===== config.mk =====
export PLATFORM = sky130hd
export DESIGN_NAME = murmur_hash_64bit_unit
export DESIGN_NICKNAME = d
export VERILOG_FILES = /design/src/rtl/mh64_pkg.sv /design/src/rtl/mh64_mul.sv /design/src/rtl/murmur_hash_64bit_unit.sv
export SDC_FILE = /design/constraint.sdc
export NUM_CORES = 2
export LEC_CHECK = 0
export BUFFER_PORTS_ARGS = -buffer_cell sky130_fd_sc_hd__buf_2
export CORE_MARGIN = 8
export CORE_UTILIZATION = 55
export DETAILED_ROUTE_END_ITERATION = 12
export PLACE_DENSITY = 0.73
export SLEW_MARGIN = 20
export SYNTH_ARGS = -nofsm -noshare
export SYNTH_HDL_FRONTEND = slang
export SYNTH_SLANG_ARGS = --single-unit

===== constraint.sdc =====
create_clock -name aclk -period 21.7 [get_ports aclk]
set_clock_uncertainty 0.15 [all_clocks]
set_input_delay 4.34 -clock aclk [delete_from_list [all_inputs] [get_ports aclk]]
set_output_delay 4.34 -clock aclk [all_outputs]
set_load 0.03 [all_outputs]

===== src/rtl/mh64_pkg.sv =====
package mh64_pkg;

    // Hash constants
    localparam logic [63:0] MUL_M    = 64'hc6a4a7935bd1e995;
    localparam logic [31:0] MUL_M_LO = MUL_M[31:0];
    localparam logic [31:0] MUL_M_HI = MUL_M[63:32];
    localparam int unsigned SHIFT_R  = 47;

    // Input tdata layout
    localparam int unsigned WORD_W   = 64;
    localparam int unsigned COUNT_W  = 4;
    localparam int unsigned LEN_W    = 32;
    localparam int unsigned S_DATA_W = 104;

    // Sequencer states
    typedef enum logic [2:0] {
        ST_IDLE,
        ST_INIT,
        ST_DECODE,
        ST_MIX1,
        ST_MIX2,
        ST_HMUL,
        ST_FIN,
        ST_DONE
    } state_t;

    // Partial-product steps of the shared multiplier
    typedef enum logic [1:0] {
        PH_LO_LO,
        PH_LO_HI,
        PH_HI_LO
    } mul_phase_t;

    // Request to the shared multiplier
    typedef struct packed {
        logic        start;
        logic [63:0] operand;
    } mul_req_t;

    // Response from the shared multiplier
    typedef struct packed {
        logic        done;
        logic [63:0] product;
    } mul_rsp_t;

    // Keeps the lowest count bytes of a word.
    function automatic logic [63:0] byte_mask(input logic [2:0] count);
        logic [63:0] mask;
        mask = '0;
        for (int i = 0; i < 8; i++) begin
            if (3'(i) < count) begin
                mask[8*i +: 8] = 8'hff;
            end
        end
        return mask;
    endfunction

    // x XOR (x >> 47)
    function automatic logic [63:0] xor_shift(input logic [63:0] x);
        return x ^ (x >> SHIFT_R);
    endfunction

endpackage


===== src/rtl/mh64_mul.sv =====
module mh64_mul
    import mh64_pkg::*;
(
    input  logic     aclk,
    input  logic     aresetn,
    input  mul_req_t req,
    output mul_rsp_t rsp
);

    logic [63:0] a_reg;
    logic [63:0] a_next;
    logic [63:0] acc_reg;
    logic [63:0] acc_next;
    mul_phase_t  phase_reg;
    mul_phase_t  phase_next;
    logic        busy_reg;
    logic        busy_next;
    logic        done_reg;
    logic        done_next;

    logic [31:0] mul_a;
    logic [31:0] mul_b;
    logic [63:0] prod;

    // One 32 x 32 multiplier; the product modulo 2^64 is built from three
    // partial products, the high-by-high term falling outside the result.
    always_comb begin
        mul_a = (phase_reg == PH_HI_LO) ? a_reg[63:32] : a_reg[31:0];
        mul_b = (phase_reg == PH_LO_HI) ? MUL_M_HI : MUL_M_LO;
        prod  = 64'(mul_a) * 64'(mul_b);
    end

    // Step sequencing and accumulation
    always_comb begin
        a_next     = a_reg;
        acc_next   = acc_reg;
        phase_next = phase_reg;
        busy_next  = busy_reg;
        done_next  = 1'b0;
        if (req.start) begin
            a_next     = req.operand;
            phase_next = PH_LO_LO;
            busy_next  = 1'b1;
        end else if (busy_reg) begin
            case (phase_reg)
                PH_LO_LO: begin
                    acc_next   = prod;
                    phase_next = PH_LO_HI;
                end
                PH_LO_HI: begin
                    acc_next[63:32] = acc_reg[63:32] + prod[31:0];
                    phase_next      = PH_HI_LO;
                end
                PH_HI_LO: begin
                    acc_next[63:32] = acc_reg[63:32] + prod[31:0];
                    busy_next       = 1'b0;
                    done_next       = 1'b1;
                end
                default: begin
                    busy_next = 1'b0;
                end
            endcase
        end
    end

    // Control state is reset; operand and accumulator are payload.
    always_ff @(posedge aclk) begin
        if (!aresetn) begin
            phase_reg <= PH_LO_LO;
            busy_reg  <= 1'b0;
            done_reg  <= 1'b0;
        end else begin
            phase_reg <= phase_next;
            busy_reg  <= busy_next;
            done_reg  <= done_next;
        end
    end

    always_ff @(posedge aclk) begin
        a_reg   <= a_next;
        acc_reg <= acc_next;
    end

    assign rsp.done    = done_reg;
    assign rsp.product = acc_reg;

endmodule


===== src/rtl/murmur_hash_64bit_unit.sv =====
// Each 64-bit multiply by the hash constant is done on the one shared 32 x 32 multiplier.
// A full word takes three multiplies, a partial word one and an empty word none;
// the first word of a message adds one multiply for the length seeding.
// On a last word a final multiply and shift follow the word's own processing before the result is registered.
// Reset (aresetn low, synchronous) clears the sequencer, the message flag and the output
// valid, and sets the seed to zero.
module murmur_hash_64bit_unit
    import mh64_pkg::*;
(
    input  logic                aclk,
    input  logic                aresetn,
    // Configuration: hash_seed
    input  logic                cfg_wr_en,
    input  logic [63:0]         cfg_wr_data,
    // Input stream
    input  logic                s_tvalid,
    output logic                s_tready,
    // data_word [63:0], byte_count [67:64], total_length [99:68], zero [103:100]
    input  logic [S_DATA_W-1:0] s_tdata,
    // last_word
    input  logic                s_tlast,
    // Result stream
    output logic                m_tvalid,
    input  logic                m_tready,
    // hash_value [63:0]
    output logic [63:0]         m_tdata
);

    state_t               state_reg;
    state_t               state_next;
    logic                 in_msg_reg;
    logic                 in_msg_next;
    logic [63:0]          seed_reg;
    logic [WORD_W-1:0]    word_reg;
    logic [WORD_W-1:0]    word_next;
    logic [COUNT_W-1:0]   count_reg;
    logic [COUNT_W-1:0]   count_next;
    logic                 last_reg;
    logic                 last_next;
    logic [63:0]          h_reg;
    logic [63:0]          h_next;
    logic                 out_valid_reg;
    logic                 out_valid_next;
    logic [63:0]          out_data_reg;
    logic [63:0]          out_data_next;

    logic                 s_accept;
    logic                 out_free;
    logic [LEN_W-1:0]     s_len;
    mul_req_t             mul_req;
    mul_rsp_t             mul_rsp;

    // Shared constant multiplier
    mh64_mul u_mul (
        .aclk    (aclk),
        .aresetn (aresetn),
        .req     (mul_req),
        .rsp     (mul_rsp)
    );

    assign s_tready = (state_reg == ST_IDLE);
    assign s_accept = s_tvalid && s_tready;
    assign out_free = !out_valid_reg || m_tready;
    assign s_len    = s_tdata[WORD_W+COUNT_W +: LEN_W];

    // Sequencer: next state, multiplier requests and datapath updates
    always_comb begin
        state_next      = state_reg;
        in_msg_next     = in_msg_reg;
        word_next       = word_reg;
        count_next      = count_reg;
        last_next       = last_reg;
        h_next          = h_reg;
        out_valid_next  = out_valid_reg && !m_tready;
        out_data_next   = out_data_reg;
        mul_req.start   = 1'b0;
        mul_req.operand = '0;

        case (state_reg)
            ST_IDLE: begin
                if (s_accept) begin
                    word_next  = s_tdata[WORD_W-1:0];
                    count_next = s_tdata[WORD_W +: COUNT_W];
                    last_next  = s_tlast;
                    if (!in_msg_reg) begin
                        // Message start: multiply the length by the constant first.
                        mul_req.start   = 1'b1;
                        mul_req.operand = 64'(s_len);
                        in_msg_next     = 1'b1;
                        state_next      = ST_INIT;
                    end else begin
                        state_next = ST_DECODE;
                    end
                end
            end
            ST_INIT: begin
                if (mul_rsp.done) begin
                    h_next     = seed_reg ^ mul_rsp.product;
                    state_next = ST_DECODE;
                end
            end
            ST_DECODE: begin
                if (count_reg[3]) begin
                    // Full word, counts above eight included
                    mul_req.start   = 1'b1;
                    mul_req.operand = word_reg;
                    state_next      = ST_MIX1;
                end else if (count_reg[2:0] != 3'd0) begin
                    mul_req.start   = 1'b1;
                    mul_req.operand = h_reg ^ (word_reg & byte_mask(count_reg[2:0]));
                    state_next      = ST_HMUL;
                end else if (last_reg) begin
                    mul_req.start   = 1'b1;
                    mul_req.operand = xor_shift(h_reg);
                    state_next      = ST_FIN;
                end else begin
                    state_next = ST_IDLE;
                end
            end
            ST_MIX1: begin
                if (mul_rsp.done) begin
                    mul_req.start   = 1'b1;
                    mul_req.operand = xor_shift(mul_rsp.product);
                    state_next      = ST_MIX2;
                end
            end
            ST_MIX2: begin
                if (mul_rsp.done) begin
                    mul_req.start   = 1'b1;
                    mul_req.operand = h_reg ^ mul_rsp.product;
                    state_next      = ST_HMUL;
                end
            end
            ST_HMUL: begin
                if (mul_rsp.done) begin
                    h_next = mul_rsp.product;
                    if (last_reg) begin
                        mul_req.start   = 1'b1;
                        mul_req.operand = xor_shift(mul_rsp.product);
                        state_next      = ST_FIN;
                    end else begin
                        state_next = ST_IDLE;
                    end
                end
            end
            ST_FIN: begin
                if (mul_rsp.done) begin
                    h_next     = xor_shift(mul_rsp.product);
                    state_next = ST_DONE;
                end
            end
            ST_DONE: begin
                // Hand the finished hash to the output register once it is free.
                if (out_free) begin
                    out_valid_next = 1'b1;
                    out_data_next  = h_reg;
                    in_msg_next    = 1'b0;
                    state_next     = ST_IDLE;
                end
            end
            default: begin
                state_next = ST_IDLE;
            end
        endcase
    end

    // Control registers
    always_ff @(posedge aclk) begin
        if (!aresetn) begin
            state_reg     <= ST_IDLE;
            in_msg_reg    <= 1'b0;
            out_valid_reg <= 1'b0;
            seed_reg      <= '0;
        end else begin
            state_reg     <= state_next;
            in_msg_reg    <= in_msg_next;
            out_valid_reg <= out_valid_next;
            if (cfg_wr_en) begin
                seed_reg <= cfg_wr_data;
            end
        end
    end

    // Payload registers
    always_ff @(posedge aclk) begin
        word_reg     <= word_next;
        count_reg    <= count_next;
        last_reg     <= last_next;
        h_reg        <= h_next;
        out_data_reg <= out_data_next;
    end

    assign m_tvalid = out_valid_reg;
    assign m_tdata  = out_data_reg;

endmodule

## Word level (Yosys, flattened, before mapping)

Cells that the tools add are included.

| word-level totals | value |
|---|---|
| word-level logic and storage cells | 145 |
| output and inout bits | 66 |
| bits of input ports | 174 |
| flip-flop bits (word level) | 398 |

| cells by class | value |
|---|---|
| magnitude comparators | 8 |
| muxes and demuxes | 71 |
| equal/unequal tests | 16 |
| reductions and logical operators | 24 |
| $add $sub $neg | 1 |
| $mul | 1 |
| bitwise logic cells | 9 |

Operators by type and width:

| operator | number |
|---|---|
| $mux W65 | 9 |
| $pmux W65 S5 | 1 |
| $mux W8 | 32 |
| $mux W64 | 3 |
| $pmux W64 S3 | 1 |
| $xor A64 B64 Y64 | 3 |
| $xor A64 B17 Y64 | 2 |
| $and A64 B64 Y64 | 1 |
| $mul A32 B32 Y64 | 1 |
| $mux W32 | 2 |
| $pmux W32 S2 | 1 |
| $add A32 B32 Y32 | 1 |
| $mux W3 | 10 |
| $pmux W3 S8 | 1 |
| $eq A3 B3 Y1 const B | 4 |
| $lt A3 B3 Y1 const A | 4 |
| $ne A2 B1 Y1 const B | 6 |
| $reduce_and A3 Y1 | 3 |
| $mux W1 | 8 |
| $reduce_and A7 Y1 | 1 |
| $eq A3 B2 Y1 const B | 2 |
| $lt A1 B3 Y1 const A | 2 |
| $lt A2 B3 Y1 const A | 2 |
| $reduce_and A2 Y1 | 3 |
| other kinds (18) | 27 |

## Longest topological paths before layout

| logic depth | value |
|---|---|
| depth after elaboration | 12 |
| gate-level depth with buffers | 41 |

## By module

From an unflattened synthesis, not the netlist that was laid out.

| unflattened totals | value |
|---|---|
| cell total of the unflattened synthesis | 4182 |
| area total of the unflattened synthesis | 43721.9 µm² |

Modules (own cells, without submodules):

| module | area an instance (µm²) | seq. area each (µm²) | instances | cells an instance |
|---|---|---|---|---|
| mh64_mul | 30680.7 | 3923.8 | 1 | 2986 |
| murmur_hash_64bit_unit | 13041.3 | 7297.0 | 1 | 1196 |

## Worst setup path after synthesis

No wires, ideal clock.

| path | value |
|---|---|
| kind | register to register |
| start | register u_mul.phase_reg[0] |
| end | register u_mul.acc_reg[63] (data pin) |
| cell stages (with the launch flop) | 37 |
| arrival | 9.237 ns |
| buffers on the path | 5 |
| required time | 21.282 ns |
| setup time | 0.268 ns |
| slack | 12.045 ns |
| clock period less this slack | 9.655 ns |
| cell sequence | dfxtp_1 inv_1 ha_1 clkbuf_1 buf_2 buf_1 mux2i_1 nor2_1 ha_1 inv_1 fa_1 inv_1 fa_1 inv_1 fa_1 inv_1 fa_1 fa_1 fa_1 inv_1 fa_1 inv_1 ha_1 clkbuf_1 nand2_1 o41ai_1 xor2_1 ha_1 clkbuf_1 a21oi_1 o21bai_1 nor2b_1 a31oi_1 o311ai_1 o31ai_1 xnor2_1 mux2i_1 |

| between the ends | value |
|---|---|
| longest elaborated chain between the ends | 5 |
| elaborated cells between the ends (all ways) | 9 |

Ends and longest elaborated chain:

| what | RTL line | RTL |
|---|---|---|
| start: declaration | mh64_mul.sv:14 | `mul_phase_t phase_reg;` |
| start signal: assignment | mh64_mul.sv:73 | `phase_reg <= phase_next;` |
| $eq A2 B2 Y1 or $eq A2 B1 Y1 (tied branches) | mh64_mul.sv:28, mh64_mul.sv:29 |  |
| $mux W32 (on tied branches) | mh64_mul.sv:28, mh64_mul.sv:29 |  |
| $mul A32 B32 Y64 (*) | mh64_mul.sv:30 | `prod = 64'(mul_a) * 64'(mul_b);` |
| net u_mul.prod[24] | mh64_mul.sv:23 | `logic [63:0] prod;` |
| $add A32 B32 Y32 (*) | mh64_mul.sv:51, mh64_mul.sv:55 |  |
| $pmux W32 S2 (*) | mh64_mul.sv:45 | `case (phase_reg)` |
| end signal: assignment | mh64_mul.sv:81 | `acc_reg <= acc_next;` |
| end: declaration | mh64_mul.sv:12 | `logic [63:0] acc_reg;` |

Mark *: on every way through the listed nets, which the timed path passes. The rest lies on a longest branch.
A chain may end at the register's enable or synchronous reset.

## Worst setup path after layout

Ends and elaborated chain as after synthesis.

==> flow_summary.ini <==
[worst_setup_path]
crit_path_end_kind = flop
crit_buf_inv = 6
slowest_stage = mux2i_1
cp_max_fo = 33
cp.required_ns = 21.81
arrival_ns = 11.54
critPathLaunchType = flop
slowest_delay_ns = 0.91
critPathTopFamily = adder cells
critical_path_class = reg2reg

[synthesis]
yosys_warnings = 0
synth_edf_count = 325
ys_seq_area_share_pct = 25.6
syn_nets = 5425
synth_ff_type = edfxtp_1
synth_cell_types = 85
syn_area_um2 = 43800
synthCells = 4197
synth_area_per_cell_um2 = 10.4
ys_async_sr_fraction_pct = 0
synth-seq-cells = 398

[sta]
setup_viol = 0
setup-tns-final_ns = 0
final_hold_viol_count = 0
slew_headroom_pct = 27.8
fmax_mhz = 87.5
tightest_slew_ns = 1.08
rsz0062_at_grt = false
min_period_over_period_pct = 52.7
slew_viol_final = 0
finalCriticalPeriod_ns = 11.43

[clock_tree]
cts_sinks = 398
clkLatencyLatePin_ns = 0.55
cts_root_buffer = clkbuf_16
cts_hold_buf = 0
cts_buffers = 35
post_cts_buffers = 0
cts_resized = 0
clk_pin_slew_worst_paths_ns = 0.07
clk_path_buf_depth = 3
cts_tree = built
ctsHtreeMaxLevel = 2

[placed_design]
gp_congestion = 1.00
port_buffers = 235
placed_cells = 5395
hpwl_um = 111000

[route]
wl_um = 137000
first_iter_violations = 3707
dr.pass1.iters = 8
dr_total_vias = 32666
vias_per_cell = 5.98
wire_per_inst_um = 25.0
drcViolationCount = 0
ant_nets = 0

[final_layout]
area_growth_pct = 8.16
multi_input_comb_area_um2 = 29000
drive_gt1_share_pct = 9.18
seqCellArea_um2 = 11200
fill_cells = 6602
fin_cells = 5462
nets = 5611

[global_routing]
grt_pass1_vias = 33362
grt_usage_pct = 30.5
grt_max_degree = 72
grt-ovfl-total = 0
grt_pass1_wl_um = 207000
antenna_found_initial = 6

[floorplan]
die_w_um = 298
die-area_um2 = 88900
die_h_um = 298
fp-row-count = 103
io_pins = 240
initial_utilization_pct = 55.5
core_area_um2 = 78900

[status]
status = completed

[job]
cap_violations = 0

[hold_path]
min_path_type = reg2reg
-- cell type report --
class / instances / area share, %
Timing Repair Buffer: 288 / 3.40
Inverter: 817 / 6.48
Antenna cell: 2 / 0.0106
Sequential cell: 398 / 23.7
Multi-Input combinational cell: 2843 / 61.3
Tap cell: 1050 / 2.77
Clock buffer: 52 / 2.09
Clock inverter: 12 / 0.209
-- layout by cell type, fill, tap and decap left out, types with 10 or more instances in the layout --
cell type,count
a221oi_1,17
nand2_1,312
a221o_1,11
a21oi_1,161
mux2_2,10
inv_1,810
a32oi_1,39
edfxtp_1,325
a31oi_1,12
nand4_1,17
buf_2,234
dfxtp_1,73
nor3_1,27
fa_1,618
mux2i_1,94
o21ai_1,10
o221ai_1,35
a21o_1,71
ha_1,432
o21bai_1,17
a211oi_1,12
a222oi_1,16
nor2_1,179
nand3_1,38
and2_1,17
nor2b_1,87
clkbuf_16,36
xor2_1,57
and3_1,16
nand2b_1,19
buf_4,52
a22oi_1,18
o21ai_0,186
or2_2,12
xnor2_1,140
clkbuf_1,13
o211ai_1,20
-- Yosys cell counts (all sizes together) (17+ instances only) --
master	count	area, um^2
a221oi	17	149
buf	18	68.8
ha	436	5460
a32oi	39	342
dfxtp	73	1460
nand4	17	106
xor2	57	499
nor3	27	135
clkbuf	121	454
xnor2	140	1230
inv	813	3050
edfxtp	325	9760
fa	618	12400
mux2i	96	961
nand3	40	200
nand2	312	1170
nand2b	19	119
a21o	72	548
and2	17	106
and3	17	106
nor2b	90	578
o21ai	197	990
nor2	186	701
a22oi	18	135
o221ai	35	307
o21bai	17	128
a21oi	163	823
o211ai	22	175
-- metal layers --
layer	wire, um	track usage (%)	up-vias
li1	-	-	14294
met1	54200	42.0	16257
met2	62200	47.7	1791
met3	13200	4.97	322
met4	7210	13.3	2
met5	6	0	-
-- worst paths after layout --
check	start	end	slack, ns	cells past startpoint
setup reg to reg	u_mul.phase_reg[0]	u_mul.acc_reg[63]	10.27	36
setup / recovery	u_mul.phase_reg[0]	u_mul.acc_reg[63]	10.27	36
hold reg to reg	h_reg[24]	m_tdata[24]	0.36	0
hold / removal	h_reg[24]	m_tdata[24]	0.36	0
-- cells by family after synthesis --
| logic type | share of synthesized area [%] |
|---|---|
| adders and majority gates | 40.7 |
| xor gates and xnor gates | 3.94 |
| other | 0.00857 |
| AOI/OAI and AO/OA | 11.1 |
| buffers and inverters | 8.20 |
| DFF | 25.6 |
| muxes | 2.45 |
| and+or+nand+nor | 7.98 |
-- worst register-to-register path, delay by kind of cell, from the launching register on --
family	cells	cell delay, ns
buf+inv	6	1.69
compound gates	9	1.66
mux	2	1.03
flops	1	0.35
simple gates	5	1.18
xor+xnor	3	0.86
fa+ha+maj	11	4.21
-- metrics by stage --
| step | hold slack, ns | util (%) | worst slack (ns) | cell area, um^2 |
|---|---|---|---|---|
| final | 0.361 | 60.0 | 10.27 | 47400 |
| after global routing | 0.379 | 60.0 | 9.97 | 47400 |
| after CTS | 0.360 | 60.0 | 10.38 | 47300 |
| after detailed placement | 0.345 | 58.6 | 10.43 | 46200 |
| after global placement | 0.324 | 58.6 | 10.47 | 46200 |
| after floorplan | 0.300 | - | 12.05 | 43800 |
Power is left out: the tool's default activity adds up to more than one toggle a clock period on the data nets, which glitch-free logic cannot reach.
